$ cat config.mk
export PLATFORM = sky130hd
export DESIGN_NAME = rca_cell
export DESIGN_NICKNAME = d
export VERILOG_FILES = /design/src/sv/rca_pkg.sv /design/src/sv/rca_cell.sv
export SDC_FILE = /design/constraint.sdc
export NUM_CORES = 1
export LEC_CHECK = 0
export ABC_AREA = 1
export BUFFER_PORTS_ARGS = -buffer_cell sky130_fd_sc_hd__buf_4
export CAP_MARGIN = 20
export CELL_PAD_IN_SITES_DETAIL_PLACEMENT = 1
export CELL_PAD_IN_SITES_GLOBAL_PLACEMENT = 2
export CORE_MARGIN = 1
export CORE_UTILIZATION = 34
export CTS_CLUSTER_DIAMETER = 200
export DETAILED_ROUTE_END_ITERATION = 12
export GPL_TIMING_DRIVEN = 1
export HOLD_SLACK_MARGIN = 0.1
export PLACE_DENSITY_LB_ADDON = 0.2
export SLEW_MARGIN = 10
export SYNTH_ARGS = -nofsm -noshare
export SYNTH_HDL_FRONTEND = slang
export SYNTH_SLANG_ARGS = --single-unit
export TNS_END_PERCENT = 100
$ cat constraint.sdc
create_clock -name clk_i -period 1.3 [get_ports clk_i]
set_input_delay 0.325 -clock clk_i [delete_from_list [all_inputs] [get_ports clk_i]]
set_output_delay 0.325 -clock clk_i [all_outputs]
set_load 0.01 [all_outputs]
$ cat src/sv/rca_pkg.sv
// Shared types, constants and the micro-rotation angle table of the azimuth block.
package rca_pkg;

  // Defaults for the top-level parameters
  localparam int unsigned COORD_BITS_DEF    = 17;
  localparam int unsigned ANGLE_BITS_DEF    = 16;
  localparam int unsigned CORDIC_STAGES_DEF = 16;

  // Rotation datapath: magnitudes are scaled to just below 2^59, the gain
  // brings them under 2^61, one more bit holds the sign.
  localparam int unsigned GUARD_TOP  = 59;
  localparam int unsigned XY_BITS    = 62;
  // Angle accumulator in units of 2^-32 turn, signed with headroom.
  localparam int unsigned TURN_BITS  = 32;
  localparam int unsigned Z_BITS     = 34;
  localparam int unsigned MAX_STAGES = 32;

  // Configuration channel
  localparam int unsigned CFG_IDX_BITS  = 2;
  localparam int unsigned CFG_DATA_BITS = 32;

  typedef enum logic [CFG_IDX_BITS-1:0] {
    REG_VIEW_ROW = 2'd0,
    REG_VIEW_COL = 2'd1
  } cfg_reg_e;

  // Where the position lies relative to the viewpoint
  typedef enum logic [3:0] {
    KIND_VIEW    = 4'd0,
    KIND_AXIS_E  = 4'd1,
    KIND_AXIS_N  = 4'd2,
    KIND_AXIS_W  = 4'd3,
    KIND_AXIS_S  = 4'd4,
    KIND_QUAD_NE = 4'd5,
    KIND_QUAD_NW = 4'd6,
    KIND_QUAD_SW = 4'd7,
    KIND_QUAD_SE = 4'd8
  } kind_e;

  // Sideband that travels with each word down the chain
  typedef struct packed {
    logic  valid;
    kind_e kind;
  } side_t;

  // atan(2^-i) in units of 2^-32 turn, rounded
  localparam logic [TURN_BITS-1:0] STAGE_ANGLE [MAX_STAGES] = '{
    32'd536870912, 32'd316933406, 32'd167458907, 32'd85004756,
    32'd42667331,  32'd21354465,  32'd10679838,  32'd5340245,
    32'd2670163,   32'd1335087,   32'd667544,    32'd333772,
    32'd166886,    32'd83443,     32'd41722,     32'd20861,
    32'd10430,     32'd5215,      32'd2608,      32'd1304,
    32'd652,       32'd326,       32'd163,       32'd81,
    32'd41,        32'd20,        32'd10,        32'd5,
    32'd3,         32'd1,         32'd1,         32'd0
  };

endpackage

$ cat src/sv/rca_cell.sv
// Rotation cell: one vectoring micro-rotation with its angle step, registered.
module rca_cell #(
  parameter int unsigned STAGE = 0
) (
  input  logic                                clk_i,
  input  logic                                rst_ni,
  input  logic                                en_i,
  input  rca_pkg::side_t                      side_i,
  input  logic signed [rca_pkg::XY_BITS-1:0]  x_i,
  input  logic signed [rca_pkg::XY_BITS-1:0]  y_i,
  input  logic signed [rca_pkg::Z_BITS-1:0]   z_i,
  output rca_pkg::side_t                      side_o,
  output logic signed [rca_pkg::XY_BITS-1:0]  x_o,
  output logic signed [rca_pkg::XY_BITS-1:0]  y_o,
  output logic signed [rca_pkg::Z_BITS-1:0]   z_o
);

  localparam logic signed [rca_pkg::Z_BITS-1:0] ANGLE =
    signed'(rca_pkg::Z_BITS'(rca_pkg::STAGE_ANGLE[STAGE]));

  logic signed [rca_pkg::XY_BITS-1:0] xs, ys, x_d, y_d, x_q, y_q;
  logic signed [rca_pkg::Z_BITS-1:0]  z_d, z_q;
  rca_pkg::side_t                     side_q;

  always_comb begin
    xs = x_i >>> STAGE;
    ys = y_i >>> STAGE;
    // Turn clockwise while y is above the x axis, counter-clockwise otherwise
    if (y_i > 0) begin
      x_d = x_i + ys;
      y_d = y_i - xs;
      z_d = z_i + ANGLE;
    end else begin
      x_d = x_i - ys;
      y_d = y_i + xs;
      z_d = z_i - ANGLE;
    end
  end

  always_ff @(posedge clk_i or negedge rst_ni) begin
    if (!rst_ni) begin
      side_q <= '0;
    end else if (en_i) begin
      side_q <= side_i;
    end
  end

  always_ff @(posedge clk_i) begin
    if (en_i) begin
      x_q <= x_d;
      y_q <= y_d;
      z_q <= z_d;
    end
  end

  assign side_o = side_q;
  assign x_o    = x_q;
  assign y_o    = y_q;
  assign z_o    = z_q;

endmodule

# After elaboration in Yosys (flattened, before gate mapping)
# Index checks and enable logic that the tools add are counted.
[word_totals] reg_bits=163 inputBits=166 out_inout_bits=163 word_cells=14
[classes] order_cmp=1 add_sub_neg=5 muxes=3
[ops] operator="$mux W62" n=2
[ops] operator="$sub A62 B62 Y62" n=2
[ops] operator="$add A62 B62 Y62" n=1
[ops] operator="$gt A62 B1 Y1 const B" n=1
[ops] operator="$add A34 B31 Y34 const B" n=1
[ops] operator="$mux W34" n=1
[ops] operator="$sub A34 B31 Y34 const B" n=1

# Logic depth before layout (Yosys ltp)
# Gate-level depths: netlist (run 1).
[depth] ltp_word=2 ltp_mapped=18 mapped_depth_nobuf=17

# Least setup slack after synthesis (run 1)
# OpenSTA, ideal clock, no wires.
[synth_timing] path_kind="input -> register" start="in y_i[11] (netlist name)" end="reg z_q (netlist bit z_o[33]), data pin" setup_ps=260 path_stages=12 n_path_buf=2 required_time_ps=1040 slack_ps=-1028 arrival_ps=2068 path_cell_list="nor4_1 -> nand4_1 -> nor2_1 -> nand2_1 -> nand2_2 -> buf_4 -> buf_2 -> ha_1 -> a21oi_1 -> nand2_1 -> xnor2_1 -> xnor2_1"
[synth_between] elab_chain_cells=2
[synth_rtl] item="start: declaration" line_no="rca_cell.sv:10" rtl="input logic signed [rca_pkg::XY_BITS-1:0] y_i,"
[synth_rtl] item="$gt A62 B1 Y1" line_no="rca_cell.sv:29" rtl="if (y_i > 0) begin"
[synth_rtl] item="$mux W34" line_no="rca_cell.sv:29"
[synth_rtl] item="named net z_d, one bit" line_no="rca_cell.sv:22" rtl="logic signed [rca_pkg::Z_BITS-1:0] z_d, z_q;"
[synth_rtl] item="end signal: assignment" line_no="rca_cell.sv:52" rtl="z_q <= z_d;"
[synth_rtl] item="end: declaration" line_no="rca_cell.sv:22"
# The timed path passes the listed nets, and every way through them passes these cells.
# A chain may end at the register's enable or synchronous reset.

# Worst setup path in the final report (run 1)
[layout_timing] start="in x_i[22] (netlist name)" end="reg y_q (netlist bit y_o[47]), data pin"
[layout_between] elab_chain_cells=2 elab_cells_between_ends=3 classes_between="add/sub (2); mux (1)"
[layout_rtl] item="start: declaration" line_no="rca_cell.sv:9" rtl="input logic signed [rca_pkg::XY_BITS-1:0] x_i,"
[layout_rtl] item="$add A62 B62 Y62 / $sub A62 B62 Y62 (equally long branches)" line_no="rca_cell.sv:35, rca_cell.sv:31"
[layout_rtl] item="$mux W62 (*)" line_no="rca_cell.sv:29"
[layout_rtl] item="named net y_d, one bit" line_no="rca_cell.sv:21" rtl="logic signed [rca_pkg::XY_BITS-1:0] xs, ys, x_d, y_d, x_q, y_q;"
[layout_rtl] item="end signal: assignment" line_no="rca_cell.sv:51" rtl="y_q <= y_d;"
[layout_rtl] item="end: declaration" line_no="rca_cell.sv:21"
# The timed path passes the listed nets; every way through them passes the cells marked *.

==> results.sh, run 1 <==
export IMPL_status="finished, violations left"
export IMPL_violations="negative setup slack"
export IMPL_synth_top_area_cell="nand2_1"
export IMPL_max_cap_violations=0
export IMPL_mostFrequentLayoutCell="nand2_1"
export IMPL_cts_clk_slew_worst_paths_ns=0.09
export IMPL_synth_ff_type="edfxtp_1"
export IMPL_ys_ff_latch=162
export IMPL_synthArstFlopShare_pct=3.09
export IMPL_cts_root_buf="clkbuf_16"
export IMPL_fmax_ghz=0.429
export IMPL_avgViaCountPerCell=5.89
export IMPL_grt_pass1_wl_mm=194
export IMPL_setup_slack_ns=-1.03
export IMPL_synth_edff_count=157
export IMPL_wire_per_inst_microns=30.0
export IMPL_dieArea_sq_um=66500
export IMPL_synth_avg_cell_area_sq_um=6.02
export IMPL_synth_top_area_share_pct=21.6
export IMPL_firstDrtPassIters=6
export IMPL_slew_headroom_pct=59.7
export IMPL_cts_buffer_depth=2
export IMPL_r2r_setup_slack_ns=0.48
export IMPL_place_congestion=0.978
export IMPL_synth_cell_types=46
export IMPL_routed_wl_mm=171
export IMPL_cp_arrival_ns=2.72
export IMPL_synth_warnings=0
export IMPL_cts_htree_levels=4
export IMPL_synth_fp_nets=4055
export IMPL_grt_start_max_net_pins=50
export IMPL_path_max_fanout=4
export IMPL_grt_overflow=0
export IMPL_start_kind="input port"
export IMPL_port_buffers=328
export IMPL_vdd_ir_drop_max_uv=1090
export IMPL_grt_pass1_vias=31500
export IMPL_drc=0
export IMPL_crit_type="in -> reg"
export IMPL_core_sq_um=64600
export IMPL_drive_above_1_share_pct=55.6
export IMPL_fp_dieH_microns=258
export IMPL_nNetsFinal=5182
export IMPL_crit_required_ns=1.68
export IMPL_worstSetupEndpointType="register"
export IMPL_min_to="z_o[30]$_DFFE_PP_"
export IMPL_dr_total_vias=33500
export IMPL_dp_cells=5394
export IMPL_cts_tree="yes"
export IMPL_final_cells=5698
export IMPL_start_util_pct=34.5
export IMPL_clock_latency_ns=0.53
export IMPL_dp_hpwl_mm=98.6
export IMPL_hold_viol=0
export IMPL_syn_to_final_growth_pct=92.0
export IMPL_syn_inst=3699
export IMPL_drt_iter0_markers=3138
export IMPL_ant_nets=0
export IMPL_rsz0062_at_grt="yes"
export IMPL_final_core_util_pct=66.2
export IMPL_fin_crit_sh_pct=179
export IMPL_finalMaxSlewViolations=0
export IMPL_rows=93
export IMPL_setup_violations=289
export IMPL_synth_area_leaders="nand2_1 (22%), edfxtp_1 (21%), inv_1 (13%)"
export IMPL_rr_startpoint="side_o[1]$_DFFE_PN0P_"
export IMPL_r2r_cells=1
export IMPL_synth_area_sq_um=22300
export IMPL_synth_seq_area_share_pct=21.7
export IMPL_cts_buffers=17
export IMPL_mostFrequentLayoutCells="nand2_1 (785), buf_4 (744), inv_1 (579)"
export IMPL_antenna_found_initial=4
export IMPL_clock_sinks=162
export IMPL_grt_use_total_pct=39.0
export IMPL_whs_path_depth=2
export IMPL_period_minus_slack_ns=2.33
export IMPL_hp_start="z_i[30]"
export IMPL_finClkSkew_ns=0
export IMPL_leakage_nw=21.5
export IMPL_tightestPinTransition_ns=0.598
export IMPL_r2r_end="side_o[1]$_DFFE_PN0P_"
export IMPL_p_per_area_nw_per_um2=817
export IMPL_hold_path_class="in -> reg"
export IMPL_num_io_pins=329
export IMPL_die_width_microns=258
critical path: stages:
cell and delay, ns:
buf_8 0.10, inv_4 0.04, ha_4 0.31, buf_12 0.12, nand2_8 0.04, buf_6 0.13
nor2_4 0.21, buf_6 0.14, nand2_4 0.06, buf_6 0.18, nor3_4 0.38, nand2_2 0.14
buf_6 0.14, nand4_1 0.12, nand3_2 0.12, nand2_1 0.14
cell families after synthesis:
kind of cell | Yosys count | synth area share [%]
multiplexers | 5 | 0.253
AND/OR/NAND/NOR | 2014 | 39.0
AO/OA/AOI/OAI | 402 | 9.72
adder cells (fa/ha/maj) | 190 | 10.8
XOR/XNOR | 71 | 2.83
flip-flops | 162 | 21.7
buffers and inverters | 855 | 15.6
state kept, by name, indices dropped and copies added, names as in the netlist:
name / flops
x_o: 62
y_o: 61
side_o: 5
z_o: 34
cells in the mapped netlist, types with 10 or more instances:
cell type,number
buf_6,10
nand2_1,1283
nor2_1,235
inv_2,15
nand2_2,31
a21oi_1,184
buf_4,44
ha_1,186
nor2_4,14
nor4_1,14
buf_2,25
nand3_2,15
edfxtp_1,157
o21bai_1,38
nand3_1,287
o21ai_0,139
o21ai_1,22
nand4_1,51
inv_1,754
nor2_2,35
xor2_1,65
nor3_2,18
repair_timing:
action / 4_1_cts / 5_1_grt
pin swaps: 388 / 338
setup buffers: 115 / 103
endpoints found under the setup margin: 289 / 289
cloned: 17 / 10
hold buffers: 35 / 0
gates resized for setup: 1005 / 800
hold endpoints to repair: 39 / 0
where the power goes:
part / leakage, nW / switching [W] / internal, W
clock: 0.271 / 0.00329 / 0.00254
combinational: 19.6 / 0.0129 / 0.00908
sequential: 1.59 / 0.000470 / 0.00665
total: 21.5 / 0.0167 / 0.0183
worst max-delay path by stage:
stage,start,to,slack [ns],cells after the start
floorplan,y_i[28],z_o[33]$_DFFE_PP_,-0.83,12
global placement,y_i[0],y_o[25]$_DFFE_PP_,-1.64,9
detailed placement,y_i[0],y_o[25]$_DFFE_PP_,-1.65,9
CTS,y_i[43],y_o[51]$_DFFE_PP_,-0.59,15
global route,y_i[14],x_o[61]$_DFFE_PP_,-1.03,17
finish,x_i[22],y_o[47]$_DFFE_PP_,-1.03,16
stage by stage:
step | TNS, ns | worst slack, ns | power (W) | area [sq um] | hold slack, ns
floorplan | -67.44 | -0.826 | 0.0147 | 25100 | 0.0294
global placement | -188.96 | -1.64 | 0.0214 | 32500 | 0.129
detailed placement | -187.40 | -1.65 | 0.0217 | 32500 | 0.130
CTS | -75.41 | -0.595 | 0.0300 | 38600 | 0.136
global route | -113.79 | -1.03 | 0.0355 | 42800 | 0.151
finish | -110.06 | -1.03 | 0.0350 | 42800 | 0.153
layer usage:
layer	global-route usage (%)	vias to the layer above	share of wire, %
met4	22.2	0	9.8
met3	4.80	1054	8.9
met2	65.1	2295	46
met5	0	-	0
li1	-	13700	-
met1	48.5	16500	36
final cells by class:
class	count	area (sq um)
fill	7616	21800
tap	855	1070
antenna	4	10.0
clock buffer	17	425
inverter	769	3140
timing repair buffer	1192	11700
clock inverter	15	148
sequential	162	4840
multi-input combinational	2682	21400
timing repair inverter	2	50.0
Note: power is estimated with default switching activity, not from simulation.
==> run 2, diff against run 1 <==
- RECOVER_POWER: not set -> 50
==> run 2 against run 1 <==
Net effect:
- the run still ends with negative setup slack left
- register-to-register slack barely moved
- non-clock buffer count did not move
- routed wire length barely moved
- cell count hardly changed
- power barely moved
- sequential share of layout area hardly changed
- first-iteration DRC count shrank 1.6%
==> results.sh, run 2 (same netlist as run 1, synthesis figures left out) <==
export IMPL_status="finished, violations left"
export IMPL_violations="negative setup slack"
export IMPL_finalMaxSlewViolations=0
export IMPL_min_to="z_o[30]$_DFFE_PP_"
export IMPL_whs_ns=0.159
export IMPL_fin_setup_tns_ns=-126.47
export IMPL_tightestPinTransition_ns=0.683
export IMPL_mostFrequentLayoutCells="nand2_1 (785), buf_4 (739), inv_1 (579)"
export IMPL_start_kind="input port"
export IMPL_clock_latency_ns=0.53
export IMPL_grt_pass1_wl_mm=194
export IMPL_firstDrtPassIters=6
export IMPL_grt_overflow=0
export IMPL_grt_use_total_pct=39.0
export IMPL_slew_headroom_pct=54.5
export IMPL_fp_dieH_microns=258
export IMPL_max_cap_violations=0
export IMPL_cts_htree_levels=4
export IMPL_r2r_end="side_o[1]$_DFFE_PN0P_"
export IMPL_num_io_pins=329
export IMPL_finalPower_w=0.0349
export IMPL_clock_sinks=162
export IMPL_slowest_stage="nor3_4"
export IMPL_hp_start="z_i[30]"
export IMPL_cts_root_buf="clkbuf_16"
export IMPL_die_width_microns=258
export IMPL_start_util_pct=34.5
export IMPL_worstSetupEndpointType="register"
export IMPL_dr_total_vias=33500
export IMPL_max_stage_delay_ns=0.38
export IMPL_syn_to_final_growth_pct=91.8
export IMPL_r2r_setup_slack_ns=0.48
export IMPL_core_sq_um=64600
export IMPL_cts_clk_slew_worst_paths_ns=0.09
export IMPL_dieArea_sq_um=66500
export IMPL_path_max_fanout=4
export IMPL_crit_required_ns=1.69
export IMPL_place_congestion=0.978
export IMPL_nNetsFinal=5182
export IMPL_setup_slack_ns=-1.03
export IMPL_whs_path_depth=2
export IMPL_cts_tree="yes"
export IMPL_antenna_found_initial=5
export IMPL_drc=0
export IMPL_period_minus_slack_ns=2.33
export IMPL_vdd_ir_drop_max_uv=1080
export IMPL_finClkSkew_ns=0
export IMPL_hold_path_class="in -> reg"
export IMPL_avgViaCountPerCell=5.89
export IMPL_rr_startpoint="side_o[1]$_DFFE_PN0P_"
export IMPL_setup_violations=369
export IMPL_mostFrequentLayoutCell="nand2_1"
export IMPL_drt_iter0_markers=3089
export IMPL_dp_cells=5394
export IMPL_ant_nets=0
export IMPL_rows=93
export IMPL_leakage_nw=21.5
export IMPL_cts_buffer_depth=2
export IMPL_rsz0062_at_grt="yes"
export IMPL_path_cells="buf_8, inv_4, ha_4, buf_12, nand2_8, buf_6, nor2_4, buf_6, nand2_4, buf_6, nor3_4, nand2_2, buf_6, nand4_1, nand3_2, nand2_1"
export IMPL_crit_type="in -> reg"
export IMPL_fmax_ghz=0.430
export IMPL_grt_start_max_net_pins=50
export IMPL_grt_pass1_vias=31500
export IMPL_dp_hpwl_mm=98.6
export IMPL_p_per_area_nw_per_um2=818
export IMPL_port_buffers=328
export IMPL_fin_crit_sh_pct=179
export IMPL_hold_viol=0
export IMPL_crit_top_cell="buf_6"
export IMPL_cp_arrival_ns=2.71
export IMPL_largest_register_ff_count=62
export IMPL_r2r_cells=1
export IMPL_wire_per_inst_microns=30.1
export IMPL_place_ws_ns=-1.65
export IMPL_final_cells=5695
export IMPL_drive_above_1_share_pct=55.6
export IMPL_routed_wl_mm=171
export IMPL_cts_buffers=17
## run 2: timing repair
action	4_1_cts	5_1_grt
cloned	17	10
setup endpoints to repair	289	289
hold endpoints to repair	39	0
pin swaps	388	338
resized for setup	1005	800
buffers inserted	115	103
hold buffers	35	0
## run 2: metal layers
metal	GRT usage (%)	part of all wire (%)	vias to the layer above
li1	-	-	13700
met1	48.5	36	16400
met2	65.1	45	2270
met3	4.80	9.0	1077
met4	22.2	10	8
met5	0	0.039	-
## run 2: how the worst max path moves through the flow
stage,startpoint,to,slack (ns)
floorplan,y_i[28],z_o[33]$_DFFE_PP_,-0.83
global placement,y_i[0],y_o[25]$_DFFE_PP_,-1.64
detailed placement,y_i[0],y_o[25]$_DFFE_PP_,-1.65
CTS,y_i[43],y_o[51]$_DFFE_PP_,-0.59
global route,y_i[14],x_o[61]$_DFFE_PP_,-1.03
finish,x_i[22],y_o[47]$_DFFE_PP_,-1.03
## run 2: where the power goes
group	total, W	switching (W)	internal, W
Clock	0.00584	0.00329	0.00254
Combinational	0.0220	0.0129	0.00906
Sequential	0.00712	0.000469	0.00665
## run 2: cell type report
class / count / area, sq um
Inverter: 769 / 3140
Timing Repair Buffer: 1192 / 11700
Clock buffer: 17 / 425
Multi-Input combinational cell: 2682 / 21400
Fill cell: 7625 / 21900
Antenna cell: 1 / 2.50
Timing Repair inverter: 2 / 50.0
Tap cell: 855 / 1070
Sequential cell: 162 / 4840
Clock inverter: 15 / 148
## run 2: metrics by stage
stage	util [%]	area, sq um
floorplan	-	25100
global placement	50.4	32500
detailed placement	50.4	32500
CTS	59.8	38600
global route	66.1	42700
finish	66.1	42700
## run 2: critical path, delay by kind of cell
family | cells | cell delay (ns)
and+or+nand+nor | 8 | 1.21
buffers and inverters | 7 | 0.85
adders and majority gates | 1 | 0.31
