$ cat config.mk
export PLATFORM = sky130hd
export DESIGN_NAME = rca_fold_flat
export DESIGN_NICKNAME = d
export VERILOG_FILES = /design/src/sv/rca_pkg.sv /design/src/sv/rca_azi_if.sv /design/src/sv/rca_fold.sv /design/src/flat_wrapper.sv
export SDC_FILE = /design/constraint.sdc
export NUM_CORES = 1
export LEC_CHECK = 0
export BUFFER_PORTS_ARGS = -buffer_cell sky130_fd_sc_hd__buf_2
export CAP_MARGIN = 20
export CELL_PAD_IN_SITES_DETAIL_PLACEMENT = 1
export CELL_PAD_IN_SITES_GLOBAL_PLACEMENT = 1
export CORE_ASPECT_RATIO = 0.8
export CORE_MARGIN = 2
export CORE_UTILIZATION = 44
export CTS_BUF_LIST = sky130_fd_sc_hd__clkbuf_16
export DETAILED_ROUTE_END_ITERATION = 6
export PLACE_DENSITY = 0.88
export RECOVER_POWER = 25
export SETUP_SLACK_MARGIN = 0.1
export SYNTH_ARGS = -nofsm -noshare
export SYNTH_HDL_FRONTEND = slang
export SYNTH_SLANG_ARGS = --single-unit
$ cat constraint.sdc
create_clock -name clk_i -period 4.7 [get_ports clk_i]
set_input_delay 0.235 -clock clk_i [delete_from_list [all_inputs] [get_ports clk_i]]
set_output_delay 0.235 -clock clk_i [all_outputs]
set_load 0.01 [all_outputs]
$ cat src/sv/rca_pkg.sv
// Shared types, constants and the micro-rotation angle table of the azimuth block.
package rca_pkg;

  // Defaults for the top-level parameters
  localparam int unsigned COORD_BITS_DEF    = 17;
  localparam int unsigned ANGLE_BITS_DEF    = 16;
  localparam int unsigned CORDIC_STAGES_DEF = 16;

  // Rotation datapath: magnitudes are scaled to just below 2^59, the gain
  // brings them under 2^61, one more bit holds the sign.
  localparam int unsigned GUARD_TOP  = 59;
  localparam int unsigned XY_BITS    = 62;
  // Angle accumulator in units of 2^-32 turn, signed with headroom.
  localparam int unsigned TURN_BITS  = 32;
  localparam int unsigned Z_BITS     = 34;
  localparam int unsigned MAX_STAGES = 32;

  // Configuration channel
  localparam int unsigned CFG_IDX_BITS  = 2;
  localparam int unsigned CFG_DATA_BITS = 32;

  typedef enum logic [CFG_IDX_BITS-1:0] {
    REG_VIEW_ROW = 2'd0,
    REG_VIEW_COL = 2'd1
  } cfg_reg_e;

  // Where the position lies relative to the viewpoint
  typedef enum logic [3:0] {
    KIND_VIEW    = 4'd0,
    KIND_AXIS_E  = 4'd1,
    KIND_AXIS_N  = 4'd2,
    KIND_AXIS_W  = 4'd3,
    KIND_AXIS_S  = 4'd4,
    KIND_QUAD_NE = 4'd5,
    KIND_QUAD_NW = 4'd6,
    KIND_QUAD_SW = 4'd7,
    KIND_QUAD_SE = 4'd8
  } kind_e;

  // Sideband that travels with each word down the chain
  typedef struct packed {
    logic  valid;
    kind_e kind;
  } side_t;

  // atan(2^-i) in units of 2^-32 turn, rounded
  localparam logic [TURN_BITS-1:0] STAGE_ANGLE [MAX_STAGES] = '{
    32'd536870912, 32'd316933406, 32'd167458907, 32'd85004756,
    32'd42667331,  32'd21354465,  32'd10679838,  32'd5340245,
    32'd2670163,   32'd1335087,   32'd667544,    32'd333772,
    32'd166886,    32'd83443,     32'd41722,     32'd20861,
    32'd10430,     32'd5215,      32'd2608,      32'd1304,
    32'd652,       32'd326,       32'd163,       32'd81,
    32'd41,        32'd20,        32'd10,        32'd5,
    32'd3,         32'd1,         32'd1,         32'd0
  };

endpackage

$ cat src/sv/rca_azi_if.sv
// Azimuth channel: valid/ready handshake carrying one azimuth word.
interface rca_azi_if #(
  parameter int unsigned ANGLE_BITS = rca_pkg::ANGLE_BITS_DEF
);
  logic                  valid;
  logic                  ready;
  logic [ANGLE_BITS-1:0] azimuth;
  logic                  at_viewpoint;

  modport source (output valid, output azimuth, output at_viewpoint, input ready);
  modport sink   (input valid, input azimuth, input at_viewpoint, output ready);
endinterface

$ cat src/sv/rca_fold.sv
// Output cell: quadrant fold, rounding to the output width, output register and skid.
module rca_fold #(
  parameter int unsigned ANGLE_BITS = rca_pkg::ANGLE_BITS_DEF
) (
  input  logic                               clk_i,
  input  logic                               rst_ni,
  input  rca_pkg::side_t                     side_i,
  input  logic signed [rca_pkg::Z_BITS-1:0]  z_i,
  output logic                               en_o,
  rca_azi_if.source                          azi_if
);

  localparam int unsigned DROP = rca_pkg::TURN_BITS - ANGLE_BITS;
  localparam logic [rca_pkg::TURN_BITS-1:0] HALF_TURN =
    rca_pkg::TURN_BITS'(1) << (rca_pkg::TURN_BITS - 1);

  logic [rca_pkg::TURN_BITS-1:0] z_turn, full;
  logic [ANGLE_BITS-1:0]         rounded, az;
  logic                          flag;

  logic                  out_valid_d, out_valid_q, skid_valid_d, skid_valid_q;
  logic                  load_out, load_skid, out_from_skid;
  logic [ANGLE_BITS-1:0] out_az_q, skid_az_q;
  logic                  out_flag_q, skid_flag_q;

  // Fold the in-quadrant angle onto the full turn, modulo one turn
  always_comb begin
    z_turn = z_i[rca_pkg::TURN_BITS-1:0];
    case (side_i.kind)
      rca_pkg::KIND_QUAD_NW: full = HALF_TURN - z_turn;
      rca_pkg::KIND_QUAD_SW: full = HALF_TURN + z_turn;
      rca_pkg::KIND_QUAD_SE: full = '0 - z_turn;
      default:               full = z_turn;
    endcase
  end

  generate
    if (DROP > 0) begin : g_round
      localparam logic [rca_pkg::TURN_BITS-1:0] ROUND_HALF =
        rca_pkg::TURN_BITS'(1) << (DROP - 1);
      logic [rca_pkg::TURN_BITS-1:0] sum;
      // Round half up; a carry past the top wraps to zero
      assign sum     = full + ROUND_HALF;
      assign rounded = sum[rca_pkg::TURN_BITS-1:DROP];
    end else begin : g_exact
      assign rounded = full;
    end
  endgenerate

  always_comb begin
    flag = 1'b0;
    case (side_i.kind)
      rca_pkg::KIND_VIEW: begin
        az   = '0;
        flag = 1'b1;
      end
      rca_pkg::KIND_AXIS_E: az = '0;
      rca_pkg::KIND_AXIS_N: az = {2'd1, (ANGLE_BITS-2)'(0)};
      rca_pkg::KIND_AXIS_W: az = {2'd2, (ANGLE_BITS-2)'(0)};
      rca_pkg::KIND_AXIS_S: az = {2'd3, (ANGLE_BITS-2)'(0)};
      default:              az = rounded;
    endcase
  end

  // Chain advances only while the skid is free
  assign en_o = !skid_valid_q;

  always_comb begin
    out_valid_d   = out_valid_q;
    skid_valid_d  = skid_valid_q;
    load_out      = 1'b0;
    load_skid     = 1'b0;
    out_from_skid = 1'b0;
    if (skid_valid_q) begin
      if (azi_if.ready) begin
        out_from_skid = 1'b1;
        skid_valid_d  = 1'b0;
        out_valid_d   = 1'b1;
      end
    end else if (!out_valid_q || azi_if.ready) begin
      out_valid_d = side_i.valid;
      load_out    = side_i.valid;
    end else if (side_i.valid) begin
      load_skid    = 1'b1;
      skid_valid_d = 1'b1;
    end
  end

  always_ff @(posedge clk_i or negedge rst_ni) begin
    if (!rst_ni) begin
      out_valid_q  <= 1'b0;
      skid_valid_q <= 1'b0;
    end else begin
      out_valid_q  <= out_valid_d;
      skid_valid_q <= skid_valid_d;
    end
  end

  always_ff @(posedge clk_i) begin
    if (load_out) begin
      out_az_q   <= az;
      out_flag_q <= flag;
    end else if (out_from_skid) begin
      out_az_q   <= skid_az_q;
      out_flag_q <= skid_flag_q;
    end
    if (load_skid) begin
      skid_az_q   <= az;
      skid_flag_q <= flag;
    end
  end

  assign azi_if.valid        = out_valid_q;
  assign azi_if.azimuth      = out_az_q;
  assign azi_if.at_viewpoint = out_flag_q;

  a_skid_behind_out: assert property (@(posedge clk_i) disable iff (!rst_ni)
    skid_valid_q |-> out_valid_q)
    else $error("skid holds a word while the output register is empty");

  a_skid_holds: assert property (@(posedge clk_i) disable iff (!rst_ni)
    (skid_valid_q && !azi_if.ready) |=> (skid_valid_q && $stable(skid_az_q)))
    else $error("skid word lost or changed while the receiver stalls");

endmodule
$ cat src/flat_wrapper.sv
// flat-port wrapper written by rule: the top's interface ports become plain ports
module rca_fold_flat 
#(
  parameter int unsigned ANGLE_BITS = rca_pkg::ANGLE_BITS_DEF
)
  (clk_i, rst_ni, side_i, z_i, en_o, azi_if_valid, azi_if_azimuth, azi_if_at_viewpoint, azi_if_ready);
  rca_azi_if #(.ANGLE_BITS(ANGLE_BITS)) azi_if_i ();
  input  logic clk_i;
  input  logic rst_ni;
  input  rca_pkg::side_t side_i;
  input  logic signed [rca_pkg::Z_BITS-1:0] z_i;
  output logic en_o;
  output wire logic [$bits(azi_if_i.valid)-1:0] azi_if_valid;
  output wire logic [$bits(azi_if_i.azimuth)-1:0] azi_if_azimuth;
  output wire logic [$bits(azi_if_i.at_viewpoint)-1:0] azi_if_at_viewpoint;
  input wire logic [$bits(azi_if_i.ready)-1:0] azi_if_ready;
  assign azi_if_valid = azi_if_i.valid;
  assign azi_if_azimuth = azi_if_i.azimuth;
  assign azi_if_at_viewpoint = azi_if_i.at_viewpoint;
  assign azi_if_i.ready = azi_if_ready;
  rca_fold #(.ANGLE_BITS(ANGLE_BITS)) u_core (.clk_i(clk_i), .rst_ni(rst_ni), .side_i(side_i), .z_i(z_i), .en_o(en_o), .azi_if(azi_if_i));
endmodule
# Yosys cells after proc, flatten, opt, wreduce, memory -nomap -nowiden
# Index checks and enable logic that the tools add are counted.
# op_classes
mux	19
addsub	4
eq_ne	8
reduce_logical	8
# op_table
operator	n
32-bit case mux with 3 select lines	1
16-bit case mux with 4 select lines	1
32-bit by 16-bit adder with 32-bit output, second input constant	1
32-bit adder, first input constant	1
16-bit two-way mux	2
1-bit by 32-bit subtractor with 32-bit output, first input constant	1
32-bit subtractor, first input constant	1
1-bit two-way mux	15
4-bit by 3-bit equality test with 1-bit output, second input constant	3
4-bit by 2-bit equality test with 1-bit output, second input constant	2
4-bit by 1-bit equality test with 1-bit output, second input constant	1
4-bit equality test, second input constant	1
4-bit zero test	1
2-bit nonzero test	2
1-bit zero test	2
2-bit inequality test, second input constant	1
2-bit AND reduction	1
2-bit OR reduction	1
1-bit logical OR	1
# word_totals
in_bits	42
output_inout_bits	19
regBits	36
wordCells	45

# Depth between registers and ports, before layout
# Gate-level depths: netlist of the first run.
# depth
ltp_word	5
mapped_depth	15

# Worst setup path after synthesis of the first run
# No wires, ideal clock.
# synth_path
kind	input to register
startpoint	in side_i[1] in the netlist's numbering
endpoint	reg u_core.out_az_q[15] (netlist: u_core.azi_if.azimuth[15]), data pin
cell_stages	15
setup_ps	264
path_slack_ps	1199
arrival_ps	3237
cell_sequence	buf_2 > or3b_4 > a21oi_4 > clkbuf_1 > o21ai_0 > xnor2_1 > ha_1 > nand3b_1 > nor3_1 > or3_1 > buf_2 > nand3_2 > or4_1 > mux2i_1 > a31oi_1
# synth_via
elab_chain_len	5
# synth_rtl
element	line	text
start, declared	flat_wrapper.sv:10	input rca_pkg::side_t side_i;
4-bit equality test / 4-bit by 3-bit equality test with 1-bit output (equally long branches)	rca_fold.sv:29	case (side_i.kind)
32-bit case mux with 3 select lines	rca_fold.sv:29	
32-bit by 16-bit adder with 32-bit output	rca_fold.sv:43	assign sum = full + ROUND_HALF;
16-bit case mux with 4 select lines *	rca_fold.sv:52	case (side_i.kind)
16-bit two-way mux *	rca_fold.sv:100	if (load_out) begin
end signal, assigned	rca_fold.sv:101	out_az_q <= az;
end signal, assigned	rca_fold.sv:104	out_az_q <= skid_az_q;
end, declared	rca_fold.sv:23	logic [ANGLE_BITS-1:0] out_az_q, skid_az_q;
# Mark *: on every way between the ends. The rest lies on a longest branch, timed or not.
# A chain may end at the register's enable or synchronous reset.

# Worst setup path in the final report of the first run
# layout_path
startpoint	in side_i[2] in the netlist's numbering
endpoint	reg u_core.out_az_q[15] (netlist: u_core.azi_if.azimuth[15]), data pin
# Same word-level chain as after synthesis.

==> results of run 1 <==
## cell families after synthesis
| group | count (synthesis) |
|---|---|
| and+or+nand+nor | 118 |
| xor gates and xnor gates | 24 |
| buffers and inverters | 25 |
| muxes | 5 |
| adders and majority gates | 1 |
| AOI/OAI and AO/OA | 61 |
| DFF | 36 |
## layer usage
metal  up-vias  part of all wire [%]  track usage [%]  wire length (um)
li1       1123                     -                -                 -
met1      1080                    45             27.5              2980
met2        55                    50             38.1              3290
met3         9                   3.4             2.84               225
met4         0                   1.7             6.63               111
met5         -                     0                0                 0
## worst reg2reg max path: stages (launching register included)
cell      delay [ns]
dfrtp_1         0.37
nand2b_1        0.17
nand3_1         0.11
buf_4           0.24
nand2_1         0.54
## power by group
group / total, mW / switching, mW / internal [mW]
Combinational: 0.215 / 0.139 / 0.0755
Sequential: 0.407 / 0.00876 / 0.398
Clock: 0.302 / 0.111 / 0.191
Total: 0.923 / 0.259 / 0.665
## cell usage in the layout, fill, tap and decap left out, drive strengths merged, types with 2 or more instances in the layout
cell type / n
nor2b: 2
o21ai: 7
a32oi: 2
o211ai: 2
nand4: 3
nand2: 34
xnor2: 18
o2111ai: 2
inv: 10
buf: 44
or2: 2
dfrtp: 2
nand3b: 3
edfxtp: 34
mux2: 2
and3: 2
nor4: 10
a21oi: 9
and4: 2
a31oi: 3
mux2i: 3
nand3: 8
clkbuf: 24
xor2: 6
nand2b: 3
o32ai: 4
nor2: 31
nor3: 10
o31ai: 16
or3: 3
## sequential cells by signal (all words and copies together) (netlist names)
name,count
u_core.azi_if.at_viewpoint,1
u_core.azi_if.azimuth,16
u_core.azi_if.valid,1
u_core.skid_az_q,16
u_core.skid_flag_q,1
u_core.skid_valid_q,1
## worst paths after layout
| path | from | endpoint | slack [ns] |
|---|---|---|---|
| setup / recovery | side_i[2] | u_core.azi_if.azimuth[15] | 1.15 |
| setup reg to reg | u_core.azi_if.valid | u_core.azi_if.azimuth[14] | 2.90 |
| hold reg to reg | u_core.skid_valid_q | u_core.azi_if.valid | 0.52 |
| max in group asynchronous | rst_ni | u_core.skid_valid_q | 4.27 |
| min in group asynchronous | rst_ni | u_core.azi_if.valid | 0.30 |
| hold / removal | azi_if_ready | u_core.skid_valid_q | 0.18 |
## repair_timing
action,in CTS,in global routing
hold endpoints to repair,2,0
hold buffers,1,0
endpoints found under the setup margin,0,0
## through the flow
step           worst slack [ns]  instances  power (mW)
2_1_floorplan              1.20        270       0.549
3_3_place_gp               1.07        394       0.618
3_5_place_dp              0.942        394       0.631
4_1_cts                    1.21        403       0.934
5_1_grt                   0.871        403       0.966
6_report                   1.15        403       0.923
## area by class of cell
cell class | count | area [um^2] | area share (%)
clock inverters | 3 | 12.5 | 0.411
flip-flops and latches | 36 | 1070 | 35.2
repair buffers | 64 | 314 | 10.3
well taps | 78 | 97.6 | 3.21
inverters | 8 | 30.0 | 0.987
multi-input cells | 209 | 1390 | 45.7
clock buffers | 5 | 125 | 4.11
==> flow_summary_export.csv, run 1 <==
group,metric,value,unit
sta,hold-worst-slack,0.177,ns
worst_setup_path,crit_type,"primary input to flop",
layout,area_growth,18.4,%
floorplanning,initial_utilization,46.3,%
worst_setup_path,reg2reg_depth,4,
sta,rsz0062_at_grt,"false",
worst_setup_path,crit_buf_inv,2,
yosys,netlist_area,2570,um^2
layout,diodes,0,
global_route,grt_max_degree,31,
sta,hold_violations,0,
yosys,yosys.area_share.xor_xnor,8.18,%
floorplanning,core_area,5560,um^2
clocking,cts_resized,0,
hold_path,hold_class,"primary input to flop",
yosys,synth_top_area_share,39.7,%
sta,setup_viol,0,
yosys,ys_ff_latch,36,
floorplanning,ios,61,
placed_design,place_area,2920,um^2
yosys,synth-compound-area-share,18.8,%
route,wirelength,6.60,mm
worst_setup_path,crit_chain,"clkbuf_1 -> or3b_4 -> a21oi_4 -> buf_4 -> o21ai_0 -> xnor2_1 -> ha_1 -> nand3b_1 -> nor3_1 -> or3_1 -> nand3_2 -> or4_1 -> mux2i_1 -> a31oi_1",
layout,design_area,3040,um^2
worst_setup_path,end_kind,"flop",
clocking,numClockSinks,36,
yosys,synth_cells,270,
run,max-cap-violations,0,
global_route,overflow,0,
global_route,grt_usage,21.6,%
yosys,netlist_top_cells_count,"edfxtp_1, nand2_1, nor2_1",
floorplanning,die-area,6470,um^2
yosys,syn_area_per_cell,9.52,um^2
placed_design,port_buffers,58,
hold_path,min_delay_path_depth,2,
yosys,synthAdderAreaFrac,0.487,%
placed_design,gp_congestion,0.802,
route,drtIter0Drc,119,
worst_setup_path,cpMaxStageDelayCell,"or4_1",
route,wl_per_cell,16.4,um
yosys,synth-edff-count,34,
layout,nNetsFinal,367,
sta,min_period_over_period,75.5,%
power,power.leakage,1.10,nW
clocking,cts_buffers,5,
yosys,ys.flop_type,"edfxtp_1",
yosys,yosysSeqAreaShare,41.7,%
yosys,synth_mux_area_share,2.04,%
route,drtPass1Iterations,4,
layout,num-fill-cells,676,
worst_setup_path,cp.arrival,3.56,ns
clocking,path_clk_slew,0.05,ns
floorplanning,die_height,72.4,um
route,vias,2267,
floorplanning,row_count,24,
power,power_density,304,nW/um^2
worst_setup_path,path_depth,14,
clocking,post_cts_buffers,0,
route,ant_nets,0,
yosys,synth_area_leader_cell,"edfxtp_1",
sta,fmax,0.282,GHz
sta,tightest_slew,0.798,ns
worst_setup_path,critical_path.top_delay_family,"simple AND/OR/NAND/NOR gates",
sta,timing.setup.tns,0,ns
clocking,root_buffer,"clkbuf_16",
yosys,ys_types,66,
status,status,"finished, final reports clean",
worst_setup_path,cpPeakStageDelay,0.59,ns
route,detail_route.vias_per_cell,5.63,
clocking,clockBufferDepth,2,
power,ir_drop,126,uV
clocking,clk_latency,0.28,ns
global_route,grt_pass1_vias,2219,
clocking,cts_tree,"done",
layout,utilization,54.8,%
sta,final_max_slew_viol_count,0,
sta,min_period,3.55,ns
yosys,synth_top_family_by_area,"simple AND/OR/NAND/NOR gates",
sta,relSlewSlack,46.6,%
yosys,synth_area_leaders,"edfxtp_1, xnor2_1, nand2_1, nor2_1, o31ai_1",
route,drt_drc_violations_left,0,
layout,layout-drive-gt1-share,20.9,%
sta,fin_skew,0.00707,ns
global_route,grt_pass1_wl,10.8,mm
worst_setup_path,cp.required,4.71,ns
yosys,synth_fp_nets,313,
yosys,ys_async_sr_fraction,5.56,%
clocking,htreeDepth,2,
global_route,antenna_found_initial,0,
yosys,synth-simple-area-share,24.6,%
placed_design,place_hpwl,5.12,mm
yosys,ys_warn_count,0,
worst_setup_path,crit_path_max_fanout,17,
worst_setup_path,start_kind,"primary input",
floorplanning,die-width,89.4,um
No activity file was read; power rests on OpenSTA's default activity.
==> run 2: changes to the inputs <==
--- a/config.mk
+++ b/config.mk
@@ -11,10 +11,10 @@
 export CELL_PAD_IN_SITES_GLOBAL_PLACEMENT = 1
 export CORE_ASPECT_RATIO = 0.8
 export CORE_MARGIN = 2
-export CORE_UTILIZATION = 44
+export CORE_UTILIZATION = 37
 export CTS_BUF_LIST = sky130_fd_sc_hd__clkbuf_16
 export DETAILED_ROUTE_END_ITERATION = 6
-export PLACE_DENSITY = 0.88
+export PLACE_DENSITY = 0.79
 export RECOVER_POWER = 25
 export SETUP_SLACK_MARGIN = 0.1
 export SYNTH_ARGS = -nofsm -noshare
==> constraint.sdc (replaced) <==
create_clock -name clk_i -period 3.21 [get_ports clk_i]
set_input_delay 0.1605 -clock clk_i [delete_from_list [all_inputs] [get_ports clk_i]]
set_output_delay 0.1605 -clock clk_i [all_outputs]
set_load 0.01 [all_outputs]
==> run 2 against run 1 <==
Clock power up 49%; cell count rose by 4.2%; die area up 18%; clock-buffer cell count did not move; via count up 2.4%; clock skew down 0.0049 ns; combinational power is 51% higher; critical path depth decreased by 1; critical path type unchanged; critical endpoint unchanged.
==> flow_summary_export.csv, run 2 (same netlist as run 1, synthesis figures left out) <==
group,metric,value,unit
status,status,"finished, final reports clean",
clocking,cts_buffers,5,
worst_setup_path,crit-reg2reg-launch,"u_core.azi_if.valid",
clocking,post_cts_buffers,0,
sta,relSlewSlack,47.6,%
worst_setup_path,cp.required,3.23,ns
global_route,antenna_found_initial,0,
sta,min_period,2.84,ns
clocking,cts_resized,0,
sta,setup_viol,0,
layout,num-fill-cells,805,
placed_design,gp_congestion,0.855,
layout,layout_commonest_cell,"buf_2",
clocking,clk_latency,0.28,ns
clocking,htreeDepth,2,
power,ir_drop,230,uV
route,detail_route.vias_per_cell,5.53,
layout,utilization,46.2,%
route,wl_per_cell,16.7,um
hold_path,holdPathEnd,"u_core.skid_valid_q",
hold_path,hold_class,"primary input to flop",
floorplanning,row_count,27,
global_route,grt_max_degree,22,
sta,min_period_over_period,88.3,%
clocking,cts_tree,"done",
route,ant_nets,0,
placed_design,place_hpwl,5.56,mm
worst_setup_path,crit_path_max_fanout,9,
run,max-cap-violations,0,
route,drt_drc_violations_left,0,
placed_design,port_buffers,58,
sta,tightest_slew,0.784,ns
route,drtIter0Drc,97,
global_route,grt_pass1_wl,11.7,mm
sta,rsz0062_at_grt,"false",
worst_setup_path,start_kind,"primary input",
route,drtPass1Iterations,4,
sta,hold_violations,0,
route,wirelength,7.02,mm
clocking,numClockSinks,36,
power,power_density,438,nW/um^2
layout,diodes,0,
worst_setup_path,crit_type,"primary input to flop",
floorplanning,ios,61,
clocking,path_clk_slew,0.05,ns
worst_setup_path,crit_path_start,"side_i[2]",
floorplanning,die_height,78.5,um
clocking,clockBufferDepth,2,
hold_path,holdCritStartpoint,"azi_if_ready",
sta,timing.setup.tns,0,ns
layout,final_cell_mix,"buf_2, nand2_1, edfxtp_1, nor2_1, clkbuf_1",
worst_setup_path,r2r-end,"u_core.azi_if.azimuth[13]",
floorplanning,initial_utilization,37.8,%
worst_setup_path,end_kind,"flop",
worst_setup_path,reg2reg_depth,4,
global_route,overflow,0,
route,vias,2321,
global_route,grt_pass1_vias,2352,
worst_setup_path,cp.arrival,2.86,ns
layout,nNetsFinal,375,
global_route,grt_usage,19.2,%
floorplanning,die-area,7630,um^2
clocking,ctsHoldBuffers,1,
worst_setup_path,r2r_slack,1.16,ns
floorplanning,die-width,97.2,um
power,power.leakage,1.14,nW
floorplanning,core_area,6790,um^2
sta,fmax,0.353,GHz
clocking,root_buffer,"clkbuf_16",
sta,fin_skew,0.00218,ns
layout,layout-drive-gt1-share,23.7,%
hold_path,min_delay_path_depth,2,
layout,area_growth,22.0,%
sta,final_max_slew_viol_count,0,
[run 2: metrics by stage]
stage / setup slack, ns / std cells / hold slack (ns) / instance area [um^2] / total power, mW
floorplan: 0.124 / 270 / -0.135 / 2620 / 0.809
global placement: 0.169 / 411 / -0.0532 / 3010 / 0.915
detailed placement: 0.105 / 411 / -0.0474 / 3010 / 0.939
CTS: 0.384 / 420 / 0.110 / 3160 / 1.39
global route: 0.135 / 420 / 0.119 / 3130 / 1.44
finish: 0.375 / 420 / 0.117 / 3130 / 1.37
[run 2: worst max path at each step]
stage | depth (start not counted) | end | slack [ns]
final | 13 | u_core.azi_if.azimuth[15] | 0.37
after detailed placement | 13 | u_core.azi_if.azimuth[15] | 0.11
after floorplan | 15 | u_core.azi_if.azimuth[15] | 0.12
after global routing | 14 | u_core.azi_if.azimuth[3] | 0.13
after CTS | 13 | u_core.azi_if.azimuth[15] | 0.38
after global placement | 13 | u_core.azi_if.azimuth[15] | 0.17
[run 2: layout make-up]
class / count / area, um^2 / share of cell area, %
clock buffer: 5 / 125 / 3.99
clock inverter: 3 / 11.3 / 0.359
inverter: 8 / 30.0 / 0.958
multi-input combinational: 209 / 1410 / 45.1
sequential: 36 / 1070 / 34.2
tap: 87 / 109 / 3.47
timing repair buffer: 72 / 374 / 11.9
[run 2: per-layer routing]
layer	vias to the layer above	share of wire [%]	track usage [%]
li1	1139	-	-
met5	-	0	0
met2	62	47	32.6
met4	0	2.6	8.17
met1	1105	46	24.0
met3	15	4.6	3.74
[run 2: critical path, stage by stage]
cell	delay, ns
clkbuf_1	0.19
or3b_4	0.46
a21oi_4	0.18
o21ai_2	0.07
xnor2_1	0.18
ha_2	0.24
nand3_1	0.08
mux2i_1	0.17
or3_1	0.24
nand3_4	0.10
or4_4	0.44
mux2i_1	0.23
a31oi_1	0.11
[run 2: power by group]
| part | switching (mW) | leakage (nW) | internal (mW) | total (mW) |
|---|---|---|---|---|
| Sequential | 0.0147 | 0.346 | 0.583 | 0.597 |
| Clock | 0.172 | 0.0738 | 0.279 | 0.450 |
| Combinational | 0.207 | 0.723 | 0.117 | 0.324 |
==> run 3: changes to the inputs <==
--- a/config.mk
+++ b/config.mk
@@ -10,12 +10,13 @@
 export CELL_PAD_IN_SITES_DETAIL_PLACEMENT = 1
 export CELL_PAD_IN_SITES_GLOBAL_PLACEMENT = 1
 export CORE_ASPECT_RATIO = 0.8
-export CORE_MARGIN = 2
+export CORE_MARGIN = 4
 export CORE_UTILIZATION = 37
 export CTS_BUF_LIST = sky130_fd_sc_hd__clkbuf_16
 export DETAILED_ROUTE_END_ITERATION = 6
 export PLACE_DENSITY = 0.79
 export RECOVER_POWER = 25
+export REMOVE_ABC_BUFFERS = 1
 export SETUP_SLACK_MARGIN = 0.1
 export SYNTH_ARGS = -nofsm -noshare
 export SYNTH_HDL_FRONTEND = slang
==> run 3 against run 2 <==
Worst setup slack improved by 0.016 ns; clock power increased by 21%; first-iteration DRC count increased by 22%; clock skew decreased by 0.00089 ns; non-clock buffer count increased by 4; critical endpoint is now u_core.azi_if.azimuth[11].
==> flow_summary_export.csv, run 3 (same netlist as run 1, synthesis figures left out) <==
group,metric,value,unit
clocking,cts_tree,"done",
worst_setup_path,cpMaxStageDelayCell,"nor4_1",
worst_setup_path,crit_chain,"buf_2 -> nor4_4 -> nand4_2 -> buf_4 -> o31a_1 -> o41a_1 -> nor4_1 -> o221ai_1 -> xor2_1 -> o31ai_2",
clocking,numClockSinks,36,
sta,rsz0062_at_grt,"false",
placed_design,pre_cts_slack,0.0845,ns
sta,tightest_slew,0.773,ns
sta,finalWorstSetupSlack,0.390,ns
global_route,grt_pass1_wl,11.8,mm
power,pwr-share-seq,40.7,%
sta,setup_viol,0,
worst_setup_path,cpPeakStageDelay,0.57,ns
global_route,grt_pass1_vias,2457,
route,vias,2329,
global_route,antenna_found_initial,0,
power,power_density,462,nW/um^2
placed_design,port_buffers,58,
power,switchingPower,0.401,mW
worst_setup_path,crit_path_max_fanout,6,
clocking,path_clk_slew,0.06,ns
sta,hold_violations,0,
route,drt_drc_violations_left,0,
worst_setup_path,critical_path.top_delay_family,"compound AO/OA/AOI/OAI gates",
global_route,grt_usage,18.0,%
route,wl_per_cell,17.2,um
hold_path,holdPathEnd,"u_core.skid_valid_q",
route,ant_nets,0,
clocking,clockBufferDepth,2,
layout,diodes,0,
layout,final_cell_mix,"buf_2, nand2_1, edfxtp_1, nor2_1",
worst_setup_path,r2r_slack,1.29,ns
floorplanning,die-width,101,um
worst_setup_path,cp.required,3.24,ns
power,power.leakage,1.17,nW
placed_design,place_hpwl,5.62,mm
route,drtPass1Iterations,4,
run,max-cap-violations,0,
global_route,grt_max_degree,31,
floorplanning,core_area,6570,um^2
clocking,cts_buffers,5,
worst_setup_path,start_kind,"primary input",
power,pwr-share-comb,22.0,%
layout,layout_commonest_cell,"buf_2",
worst_setup_path,cp.arrival,2.85,ns
power,ir_drop,186,uV
sta,min_period,2.82,ns
floorplanning,initial_utilization,39.1,%
floorplanning,row_count,26,
power,switching_share,27.4,%
route,drtIter0Drc,118,
layout,utilization,48.2,%
sta,relSlewSlack,48.3,%
status,status,"finished, final reports clean",
floorplanning,die_height,82.5,um
sta,fin_skew,0.00129,ns
worst_setup_path,crit_type,"primary input to flop",
global_route,overflow,0,
hold_path,min_delay_path_depth,2,
clocking,htreeDepth,2,
hold_path,holdCritStartpoint,"azi_if_ready",
floorplanning,die-area,8350,um^2
power,p_clk_share,37.3,%
sta,fmax,0.355,GHz
route,wirelength,7.25,mm
worst_setup_path,r2r-end,"u_core.azi_if.azimuth[4]",
worst_setup_path,reg2reg_depth,4,
layout,layout-drive-gt1-share,24.6,%
layout,area_growth,23.3,%
layout,nNetsFinal,379,
worst_setup_path,end_kind,"flop",
worst_setup_path,crit_buf_inv,2,
floorplanning,ios,61,
route,detail_route.vias_per_cell,5.53,
placed_design,gp_congestion,0.823,
clocking,root_buffer,"clkbuf_16",
worst_setup_path,crit-reg2reg-launch,"u_core.azi_if.valid",
sta,final_max_slew_viol_count,0,
power,internal_power,1.06,mW
hold_path,hold_class,"primary input to flop",
sta,min_period_over_period,87.8,%
clocking,clk_latency,0.28,ns
-- run 3: layout make-up --
cell class              instances  area, um^2
clock buffers                   5         125
clock inverters                 3        38.8
fillers                       779        3400
inverters                       8        30.0
multi-input cells             209        1390
flip-flops and latches         36        1070
well taps                      84         105
repair buffers                 76         405
-- run 3: metrics by stage --
stage	power, mW	hold WS [ns]	instances	cell area (um^2)	setup TNS [ns]
2_1_floorplan	0.787	-0.135	253	2490	-0.224
3_3_place_gp	0.916	-0.0545	412	3020	0
3_5_place_dp	0.935	-0.0519	412	3020	0
4_1_cts	1.48	0.0887	421	3190	0
5_1_grt	1.53	0.108	421	3170	0
6_report	1.46	0.0995	421	3170	0
-- run 3: timing repair --
action | 4_1_cts | 5_1_grt
setup buffers | 0 | 0
hold buffers | 1 | 0
resized for setup | 0 | 1
hold endpoints to repair | 2 | 0
endpoints found under the setup margin | 0 | 2
-- run 3: worst max-delay path by stage --
stage | start | endpoint | slack [ns] | cells past startpoint
6_report | z_i[13] | u_core.azi_if.azimuth[11] | 0.39 | 10
5_1_grt | z_i[13] | u_core.azi_if.azimuth[15] | 0.13 | 13
4_1_cts | z_i[13] | u_core.azi_if.azimuth[15] | 0.35 | 13
3_5_place_dp | z_i[13] | u_core.azi_if.azimuth[15] | 0.08 | 13
3_3_place_gp | z_i[11] | u_core.azi_if.azimuth[15] | 0.15 | 13
2_1_floorplan | side_i[2] | u_core.azi_if.azimuth[15] | -0.13 | 12
-- run 3: power groups by stage --
stage | Sequential, mW | Clock [mW] | Combinational, mW
6_report | 0.596 | 0.546 | 0.321
5_1_grt | 0.600 | 0.573 | 0.358
4_1_cts | 0.595 | 0.552 | 0.332
3_5_place_dp | 0.605 | 0 | 0.330
3_3_place_gp | 0.602 | 0 | 0.314
2_1_floorplan | 0.621 | 0 | 0.165
-- run 3: layer usage --
layer,vias up,share of wire [%],track usage (%)
li1,1141,-,-
met5,-,0,0
met2,56,47,30.5
met3,5,4.3,3.02
met1,1127,48,23.7
met4,0,0.83,5.31
